==> src/design/sm64_pkg.sv <==
// ----------------------------------------------------------------------------
// sm64_pkg
// Shared widths, SplitMix64 constants and the sequencer state type for the
// bounded SplitMix64 generator.
// ----------------------------------------------------------------------------
package sm64_pkg;

    // Data path width of the generator state, the bound and the result.
    localparam int DATA_W = 64;
    localparam int HALF_W = DATA_W / 2;

    // SplitMix64 additive gamma and mixing multipliers.
    localparam logic [DATA_W-1:0] SM_GAMMA = 64'h9E37_79B9_7F4A_7C15;
    localparam logic [DATA_W-1:0] SM_MUL_A = 64'hBF58_476D_1CE4_E5B9;
    localparam logic [DATA_W-1:0] SM_MUL_B = 64'h94D0_49BB_1331_11EB;

    // Xor-shift distances of the mixer.
    localparam int SM_SHIFT_A = 30;
    localparam int SM_SHIFT_B = 27;
    localparam int SM_SHIFT_C = 31;

    // Width of the shared step counter (division runs DATA_W steps).
    localparam int CNT_W = $clog2(DATA_W);

    // Multiplier phases: three partial products and one final accumulate.
    localparam logic [1:0] PH_LO_LO = 2'd0;
    localparam logic [1:0] PH_LO_HI = 2'd1;
    localparam logic [1:0] PH_HI_LO = 2'd2;
    localparam logic [1:0] PH_LAST  = 2'd3;

    // Sequencer states.
    typedef enum logic [3:0] {
        S_IDLE,   // waiting for a request
        S_CLASS,  // classify the bound, prepare n - 1
        S_ADV,    // advance the state by gamma, first xor-shift
        S_MUL,    // 64x64 low product through the 32x32 multiplier
        S_XS,     // second xor-shift between the two products
        S_FIN,    // final xor-shift, choose the result path
        S_DIV,    // restoring division, one quotient bit per cycle
        S_CHK,    // rejection test on the remainder
        S_DONE    // result held until the output transfer
    } t_fsm;

endpackage

==> src/design/sm64_if.sv <==
// ----------------------------------------------------------------------------
// sm64 channel interfaces
// Valid/ready channels for requests into and results out of the bounded
// SplitMix64 generator.
// ----------------------------------------------------------------------------

// Request channel: draw mode and bound.
interface sm64_req_if;
    logic                        valid;
    logic                        ready;
    logic                        mode;
    logic [sm64_pkg::DATA_W-1:0] bound;

    modport source (output valid, output mode, output bound, input ready);
    modport sink   (input valid, input mode, input bound, output ready);
endinterface

// Result channel: one value per request.
interface sm64_rsp_if;
    logic                        valid;
    logic                        ready;
    logic [sm64_pkg::DATA_W-1:0] value;

    modport source (output valid, output value, input ready);
    modport sink   (input valid, input value, output ready);
endinterface

==> src/design/splitmix64_bounded_rng.sv <==
// ----------------------------------------------------------------------------
// splitmix64_bounded_rng
// SplitMix64 generator with raw draws and unbiased bounded draws by
// rejection, built around one shared 32x32 multiplier and a one-bit-per-cycle
// restoring divider under a small sequencer.
// ----------------------------------------------------------------------------
// The block takes one request at a time and is not ready until its result has
// been transferred. A raw draw advances the state by gamma, then forms two
// 64-bit low products on the shared 32x32 multiplier with an xor-shift step
// after each of them. A bounded draw first classifies the bound; a zero
// bound answers after that step without touching the state, and a
// power-of-two bound follows the raw path with the draw masked to n - 1.
// Any other bound runs a 64-step restoring division of the draw by the bound
// plus one rejection check; a rejected draw repeats the whole draw. Writing
// the seed loads the running state directly and should be done while no
// request is in flight.
module splitmix64_bounded_rng (
    input  logic                        i_clk,
    input  logic                        i_rst_n,
    input  logic                        i_cfg_we,
    input  logic [sm64_pkg::DATA_W-1:0] i_cfg_wdata,
    sm64_req_if.sink                    i_req,
    sm64_rsp_if.source                  o_rsp
);
    import sm64_pkg::*;

    t_fsm r_fsm;
    t_fsm n_fsm;

    logic [DATA_W-1:0] r_state;     // running generator state
    logic              r_mode;      // 1 for a bounded draw
    logic [DATA_W-1:0] r_bound;     // n
    logic [DATA_W-1:0] r_nm1;       // n - 1
    logic [DATA_W-1:0] r_z;         // multiplier operand
    logic [DATA_W-1:0] r_prod;      // registered partial product
    logic [DATA_W-1:0] r_acc;       // product accumulator
    logic              r_second;    // second multiplication of the mix
    logic [CNT_W-1:0]  r_cnt;       // multiplier phase or division step
    logic [DATA_W-1:0] r_x;         // mixed draw
    logic [DATA_W-1:0] r_dvd;       // dividend shifting out, msb first
    logic [DATA_W-1:0] r_rem;       // partial remainder
    logic [DATA_W-1:0] r_value;     // result register

    logic [DATA_W-1:0] adv_state;
    logic [DATA_W-1:0] mul_k;
    logic [HALF_W-1:0] mul_a;
    logic [HALF_W-1:0] mul_b;
    logic [1:0]        phase;
    logic [DATA_W-1:0] mix_out;
    logic              is_pow2;
    logic [DATA_W:0]   div_part;
    logic [DATA_W+1:0] div_diff;
    logic              div_borrow;
    logic [DATA_W-1:0] acc_diff;
    logic              draw_ok;

    // Shared arithmetic around the sequencer.
    assign adv_state  = r_state + SM_GAMMA;
    assign phase      = r_cnt[1:0];
    assign mul_k      = r_second ? SM_MUL_B : SM_MUL_A;
    assign mul_a      = (phase == PH_HI_LO) ? r_z[DATA_W-1:HALF_W] : r_z[HALF_W-1:0];
    assign mul_b      = (phase == PH_LO_HI) ? mul_k[DATA_W-1:HALF_W] : mul_k[HALF_W-1:0];
    assign mix_out    = r_acc ^ (r_acc >> SM_SHIFT_C);
    assign is_pow2    = ~|(r_bound & r_nm1);
    assign div_part   = {r_rem, r_dvd[DATA_W-1]};
    assign div_diff   = {1'b0, div_part} - {2'b00, r_bound};
    assign div_borrow = div_diff[DATA_W+1];

    // The draw is kept when x - (x mod n) is at most 2^64 - n, which is the
    // same as x lying below the largest multiple of n that fits in 64 bits.
    assign acc_diff   = r_x - r_rem;
    assign draw_ok    = (acc_diff <= ~r_nm1);

    // Next-state logic of the sequencer.
    always_comb begin
        n_fsm = r_fsm;
        unique case (r_fsm)
            S_IDLE: begin
                if (i_req.valid) begin
                    n_fsm = i_req.mode ? S_CLASS : S_ADV;
                end
            end
            S_CLASS: begin
                n_fsm = (r_bound == '0) ? S_DONE : S_ADV;
            end
            S_ADV: begin
                n_fsm = S_MUL;
            end
            S_MUL: begin
                if (phase == PH_LAST) begin
                    n_fsm = r_second ? S_FIN : S_XS;
                end
            end
            S_XS: begin
                n_fsm = S_MUL;
            end
            S_FIN: begin
                n_fsm = (!r_mode || is_pow2) ? S_DONE : S_DIV;
            end
            S_DIV: begin
                if (r_cnt == CNT_W'(DATA_W - 1)) begin
                    n_fsm = S_CHK;
                end
            end
            S_CHK: begin
                n_fsm = draw_ok ? S_DONE : S_ADV;
            end
            S_DONE: begin
                if (o_rsp.ready) begin
                    n_fsm = S_IDLE;
                end
            end
            default: begin
                n_fsm = S_IDLE;
            end
        endcase
    end

    // Handshake outputs.
    always_comb begin
        i_req.ready = (r_fsm == S_IDLE);
        o_rsp.valid = (r_fsm == S_DONE);
        o_rsp.value = r_value;
    end

    // Sequencer state and generator state.
    always_ff @(posedge i_clk) begin
        if (!i_rst_n) begin
            r_fsm   <= S_IDLE;
            r_state <= '0;
        end else begin
            r_fsm <= n_fsm;
            if (i_cfg_we) begin
                r_state <= i_cfg_wdata;
            end else if (r_fsm == S_ADV) begin
                r_state <= adv_state;
            end
        end
    end

    // Data path registers, stepped by the sequencer.
    always_ff @(posedge i_clk) begin
        unique case (r_fsm)
            S_IDLE: begin
                r_mode  <= i_req.mode;
                r_bound <= i_req.bound;
            end
            S_CLASS: begin
                r_nm1   <= r_bound - DATA_W'(1);
                r_value <= '0;
            end
            S_ADV: begin
                r_z      <= adv_state ^ (adv_state >> SM_SHIFT_A);
                r_second <= 1'b0;
                r_cnt    <= '0;
            end
            S_MUL: begin
                // Low 64 bits of z * k from three 32x32 partial products.
                r_prod <= DATA_W'(mul_a) * DATA_W'(mul_b);
                r_cnt  <= r_cnt + CNT_W'(1);
                if (phase == PH_LO_HI) begin
                    r_acc <= r_prod;
                end else if (phase != PH_LO_LO) begin
                    r_acc[DATA_W-1:HALF_W] <= r_acc[DATA_W-1:HALF_W] + r_prod[HALF_W-1:0];
                end
            end
            S_XS: begin
                r_z      <= r_acc ^ (r_acc >> SM_SHIFT_B);
                r_second <= 1'b1;
                r_cnt    <= '0;
            end
            S_FIN: begin
                r_x   <= mix_out;
                r_dvd <= mix_out;
                r_rem <= '0;
                r_cnt <= '0;
                if (!r_mode) begin
                    r_value <= mix_out;
                end else begin
                    r_value <= mix_out & r_nm1;
                end
            end
            S_DIV: begin
                // One restoring step: bring down the next bit, subtract n.
                r_dvd <= {r_dvd[DATA_W-2:0], 1'b0};
                r_cnt <= r_cnt + CNT_W'(1);
                if (div_borrow) begin
                    r_rem <= div_part[DATA_W-1:0];
                end else begin
                    r_rem <= div_diff[DATA_W-1:0];
                end
            end
            S_CHK: begin
                r_value <= r_rem;
            end
            S_DONE: begin
                r_value <= r_value;
            end
            default: begin
                r_value <= r_value;
            end
        endcase
    end

endmodule

==> src/flat_wrapper.sv <==
// flat-port wrapper written by rule: the top's interface ports become plain ports
module splitmix64_bounded_rng_flat import sm64_pkg::*;
  (i_clk, i_rst_n, i_cfg_we, i_cfg_wdata, i_req_valid, i_req_mode, i_req_bound, i_req_ready, o_rsp_valid, o_rsp_value, o_rsp_ready);
  sm64_req_if i_req_i ();
  sm64_rsp_if o_rsp_i ();
  input  logic i_clk;
  input  logic i_rst_n;
  input  logic i_cfg_we;
  input  logic [sm64_pkg::DATA_W-1:0] i_cfg_wdata;
  input wire logic [$bits(i_req_i.valid)-1:0] i_req_valid;
  input wire logic [$bits(i_req_i.mode)-1:0] i_req_mode;
  input wire logic [$bits(i_req_i.bound)-1:0] i_req_bound;
  output wire logic [$bits(i_req_i.ready)-1:0] i_req_ready;
  output wire logic [$bits(o_rsp_i.valid)-1:0] o_rsp_valid;
  output wire logic [$bits(o_rsp_i.value)-1:0] o_rsp_value;
  input wire logic [$bits(o_rsp_i.ready)-1:0] o_rsp_ready;
  assign i_req_i.valid = i_req_valid;
  assign i_req_i.mode = i_req_mode;
  assign i_req_i.bound = i_req_bound;
  assign i_req_ready = i_req_i.ready;
  assign o_rsp_valid = o_rsp_i.valid;
  assign o_rsp_value = o_rsp_i.value;
  assign o_rsp_i.ready = o_rsp_ready;
  splitmix64_bounded_rng u_core (.i_clk(i_clk), .i_rst_n(i_rst_n), .i_cfg_we(i_cfg_we), .i_cfg_wdata(i_cfg_wdata), .i_req(i_req_i), .o_rsp(o_rsp_i));
endmodule
==> config.mk <==
export PLATFORM = sky130hd
export DESIGN_NAME = splitmix64_bounded_rng_flat
export DESIGN_NICKNAME = d
export VERILOG_FILES = /design/src/design/sm64_pkg.sv /design/src/design/sm64_if.sv /design/src/design/splitmix64_bounded_rng.sv /design/src/flat_wrapper.sv
export SDC_FILE = /design/constraint.sdc
export NUM_CORES = 2
export LEC_CHECK = 0
export BUFFER_PORTS_ARGS = -buffer_cell sky130_fd_sc_hd__buf_2
export CAP_MARGIN = 10
export CORE_ASPECT_RATIO = 1.2
export CORE_UTILIZATION = 30
export CTS_CLUSTER_DIAMETER = 40
export CTS_CLUSTER_SIZE = 30
export DETAILED_ROUTE_END_ITERATION = 16
export PLACE_DENSITY = 0.41
export REMOVE_ABC_BUFFERS = 1
export SYNTH_ARGS = -nofsm -noshare
export SYNTH_HDL_FRONTEND = slang
export SYNTH_SLANG_ARGS = --single-unit
export TNS_END_PERCENT = 100
==> constraint.sdc <==
create_clock -name i_clk -period 16.56 [get_ports i_clk]
set_input_delay 1.656 -clock i_clk [delete_from_list [all_inputs] [get_ports i_clk]]
set_output_delay 1.656 -clock i_clk [all_outputs]
set_load 0.01 [all_outputs]
## Word level (Yosys, flattened, before mapping)

Cells that the tools add are included.

| storage, ports and cells | value |
|---|---|
| input bits | 134 |
| logic and storage cells | 89 |
| output and inout port bits | 66 |
| register bits after elaboration | 652 |

| operators by class | value |
|---|---|
| add/sub/neg operators | 6 |
| equality and inequality tests | 16 |
| magnitude comparators | 1 |
| $mul | 1 |
| reduce and logical (&&, ||, !) cells | 19 |
| bitwise operators | 6 |
| mux-type cells | 25 |

Operator list:

| cell | number |
|---|---|
| one-hot mux 64 bit (2 select lines) | 3 |
| two-way mux 64 bit | 4 |
| one-hot mux 64 bit (3 select lines) | 1 |
| AND 64 bit | 2 |
| two-way mux 32 bit | 4 |
| subtractor 65 x 64 -> 66 bit | 1 |
| adder 64 bit, second input constant | 1 |
| less-or-equal comparator 64 bit | 1 |
| logical NOT 64 bit | 1 |
| multiplier 32 x 32 -> 64 bit | 1 |
| inverter 64 bit | 1 |
| OR reduction 64 bit | 1 |
| subtractor 64 x 1 -> 64 bit, second input constant | 1 |
| subtractor 64 bit | 1 |
| bitwise XOR 64 x 33 -> 64 bit | 1 |
| bitwise XOR 64 x 34 -> 64 bit | 1 |
| bitwise XOR 64 x 37 -> 64 bit | 1 |
| two-way mux 62 bit | 1 |
| adder 32 bit | 1 |
| one-hot mux 4 bit (8 select lines) | 1 |
| two-way mux 4 bit | 7 |
| == test 4 x 3 -> 1 bit, second input constant | 4 |
| one-hot mux 6 bit (2 select lines) | 1 |
| nonzero test 2 bit | 6 |
| other kinds (20) | 27 |

## Depth between registers and ports, before layout

| logic depth | value |
|---|---|
| depth after elaboration | 6 |
| depth in mapped cells | 39 |
| depth with buffers taken out | 35 |

## Worst setup path before layout

Ideal clock, no wire load.

| path | value |
|---|---|
| path kind | register to register |
| from | reg u_core.r_fsm[0] |
| to | reg u_core.r_dvd[0] (enable) |
| path slack | 6.084 ns |
| arrival | 9.684 ns |
| buffers on the path | 1 |
| cell stages (with the launch flop) | 4 |
| library setup time | 0.792 ns |
| cells stage by stage | dfxtp_1 > clkbuf_1 > nand2b_1 > o21ai_0 |

| between the ends | value |
|---|---|
| cells in the longest elaborated chain, start to end | 2 |
| elaborated cells on any way between the ends | 3 |
| classes of those cells | eq/ne: 2; reduce/logical: 1 |

RTL lines:

| element | RTL line | RTL |
|---|---|---|
| start: declaration | splitmix64_bounded_rng.sv:27 | `t_fsm r_fsm;` |
| start signal: assignment | splitmix64_bounded_rng.sv:132 | `r_fsm <= n_fsm;` |
| == test 4 x 3 -> 1 bit | splitmix64_bounded_rng.sv:143 | `unique case (r_fsm)` |
| nonzero test 2 bit (no line) (*) | -- |  |
| end signal: assignment | splitmix64_bounded_rng.sv:174 | `r_dvd <= mix_out;` |
| end signal: assignment | splitmix64_bounded_rng.sv:185 | `r_dvd <= {r_dvd[DATA_W-2:0], 1'b0};` |
| end: declaration | splitmix64_bounded_rng.sv:40 | `logic [DATA_W-1:0] r_dvd;` |

Mark *: on every way between the ends. The rest lies on a longest branch, timed or not.
A chain may end at the register's enable or synchronous reset.

## Worst setup path after layout

| path | value |
|---|---|
| from | reg u_core.r_cnt[0] |
| to | reg u_core.r_prod[63] (data pin) |

| between the ends | value |
|---|---|
| cells in the longest elaborated chain, start to end | 3 |
| elaborated cells on any way between the ends | 5 |
| classes of those cells | mul: 1; eq/ne: 2; mux: 2 |

RTL lines:

| element | RTL line | RTL |
|---|---|---|
| start: declaration | splitmix64_bounded_rng.sv:38 | `logic [CNT_W-1:0] r_cnt;` |
| start signal: assignment | splitmix64_bounded_rng.sv:160 | `r_cnt <= r_cnt + CNT_W'(1);` |
| start signal: assignment | splitmix64_bounded_rng.sv:186 | `r_cnt <= r_cnt + CNT_W'(1);` |
| == test 2 bit or == test 2 x 1 -> 1 bit (tied branches) | splitmix64_bounded_rng.sv:61, splitmix64_bounded_rng.sv:62 |  |
| two-way mux 32 bit (on tied branches) | splitmix64_bounded_rng.sv:61, splitmix64_bounded_rng.sv:62 |  |
| multiplier 32 x 32 -> 64 bit (*) | splitmix64_bounded_rng.sv:159 | `r_prod <= DATA_W'(mul_a) * DATA_W'(mul_b);` |
| end signal: assignment | splitmix64_bounded_rng.sv:159 |  |
| end: declaration | splitmix64_bounded_rng.sv:35 | `logic [DATA_W-1:0] r_prod;` |

Marks and branches as above.

==> out/metrics.yaml <==
synth-seq-cells: 652
min_path_type: "reg -> reg"
outcome: "complete, no violations"
yosys-top-cells-area: "edfxtp_1 (26%), fa_1 (23%), ha_1 (11%)"
synth_flop_cell: "edfxtp_1"
place_hpwl_mm: 246
ys_warn_count: 0
holdBufCountCts: 0
die-area_sq_um: 230000
route.vias.total: 52100
cts_resized: 0
drt_iter0_markers: 3178
drc: 0
dpl.cell_count: 10000
setup.worst_path.class: "reg -> reg"
portBuffers: 199
ys_async_sr_fraction: 0
synth_most_common_cell: "inv_1"
wire_per_inst_um: 28.5
area_growth_pct: 13.5
layout.cells.non_filler: 10300
clock_sinks: 652
grt-ovfl-total: 0
antenna_found_initial: 14
totalWireLength_mm: 293
final_layout_size_suffix_gt1_frac: 0.0806
grt_pass1_vias: 56000
tns_ns: 0
gp_congestion: 0.969
post_drt_via_cell_ratio: 5.07
fmax_ghz: 0.0881
timing.rr.start: "u_core.r_cnt[0]$_SDFFCE_PN0P_"
post-synth-top-area-cell: "edfxtp_1"
synthesis.area_sq_um: 68500
syn_inst: 7015
cts.clk_slew.worst_paths_ns: 0.05
clock_latency_ns: 0.79
fin_crit_sh: 0.685
cp.arrival_ns: 11.85
max_cap_viol_count: 0
ys_types: 85
die_y_um: 526
crit_path_top_delay_cell: "a2111oi_0"
grt_pass1_wl_mm: 414
rsz0062_at_grt: "no"
cts.htree.levels: 4
syn_area_per_cell_sq_um: 9.77
slowest_delay_ns: 0.75
initial_core_util: 0.303
clockRootBuffer: "clkbuf_16"
required_ns: 17.06
worstMarginPinSlew_ns: 1.16
post_cts.repair.setup_buffers: 0
finClkSkew_ns: 0.0383
synth.yosys.seq_area_share: 0.276
synth_top_cell_area_share: 0.256
fin_crit_ns: 11.35
dr.pass1.iters: 6
nFillCells: 23300
critPathLaunchType: "register"
track_usage: 0.252
cts.path.max_buffers: 3
tritoncts: "built"
worstPathMaxFanout: 32
die_width_um: 438
row_count: 191
drv_slew: 0
slew_headroom: 0.223
detail-route-antenna-nets: 0
layout.nets: 8688
end_kind: "register"
finalSetupViolCount: 0
synth_edf_count: 584
grt_max_degree: 94
startpoint: "u_core.r_cnt[0]$_SDFFCE_PN0P_"
hp-start: "u_core.r_prod[0]$_DFFE_PP_"
coreArea_sq_um: 226000
final-hold-violation-count: 0
ios: 200
synth_commonest_cells: "inv_1 (1224), fa_1 (802), nor2_1 (626)"
cts_buffers: 138
[per-layer routing]
| layer | vias to the layer above | global-route usage | wire length [um] |
|---|---|---|---|
| met3 | 508 | 0.0244 | 9990 |
| li1 | 23600 | - | - |
| met5 | - | 0 | 13 |
| met1 | 26500 | 0.292 | 115000 |
| met4 | 2 | 0.145 | 19000 |
| met2 | 1468 | 0.451 | 149000 |
[cell usage in the layout, fill, tap and decap left out, drive strengths merged, types with 17 or more instances in the layout]
master / count
a31oi: 31
ha: 579
clkbuf: 154
nor2: 626
nand3: 81
or3: 23
buf: 261
and2: 59
dfxtp: 68
nand2b: 106
nand4: 76
xnor2: 298
a32o: 64
xor2: 192
o22ai: 22
or2: 29
o21bai: 48
bufinv: 17
a21o: 158
nor3: 96
a221oi: 26
nand2: 528
a22o: 19
o31ai: 18
nor4: 23
edfxtp: 584
inv: 1247
a21oi: 325
o21a: 37
nor2b: 25
and3: 29
a211oi: 44
o21ai: 299
mux2: 24
mux2i: 52
clkinv: 55
fa: 802
[logic make-up (layout without fill, tap and decap cells)]
family | count (synthesis) | count (layout) | synth area share
compound gates | 1206 | 1206 | 0.114
xor+xnor | 491 | 491 | 0.0630
fa+ha+maj | 1381 | 1381 | 0.340
buf+inv | 1476 | 1743 | 0.0810
flops | 652 | 652 | 0.276
mux | 76 | 76 | 0.0115
other cells | 0 | 5 | 0
simple gates | 1733 | 1733 | 0.115
[layout make-up]
type,count,area (sq um),share of cell area
multi-input cells,4887,44200,0.569
clock inverters,95,1200,0.0155
well taps,2991,3740,0.0481
flip-flops and latches,652,18900,0.243
repair buffers,261,1490,0.0192
clock buffers,154,3570,0.0459
diodes,5,12.5,0.000161
inverters,1233,4630,0.0595
[path summary, 6_finish.rpt]
| path | endpoint | slack (ns) | cells after the start |
|---|---|---|---|
| worst max-delay path | u_core.r_prod[63]$_DFFE_PP_ | 5.21 | 34 |
| worst min-delay path | u_core.r_acc[0]$_DFFE_PP_ | 0.44 | 0 |
| worst max register to register | u_core.r_prod[63]$_DFFE_PP_ | 5.21 | 34 |
| worst min register to register | u_core.r_acc[0]$_DFFE_PP_ | 0.44 | 0 |
[worst max-delay path: cells and delay by family, from the launching register on]
family	cells	cell delay (ns)
XOR/XNOR	1	0.13
multiplexers	1	0.52
buffers and inverters	9	1.43
AO/OA/AOI/OAI	9	2.23
flip-flops	1	0.51
adder cells (fa/ha/maj)	10	4.58
AND/OR/NAND/NOR	4	1.61
[stage by stage]
stage / utilization / hold slack (ns) / setup WS (ns) / instance area, sq um
final: 0.344 / 0.438 / 5.21 / 77700
after global routing: 0.344 / 0.435 / 4.81 / 77700
after CTS: 0.343 / 0.430 / 5.27 / 77700
after detailed placement: 0.322 / 0.459 / 5.29 / 72900
after global placement: 0.322 / 0.458 / 5.15 / 72900
after floorplan: - / 0.431 / 4.00 / 67600
Power is left out: the tool's default activity adds up to more than one toggle a clock period on the data nets, which glitch-free logic cannot reach.
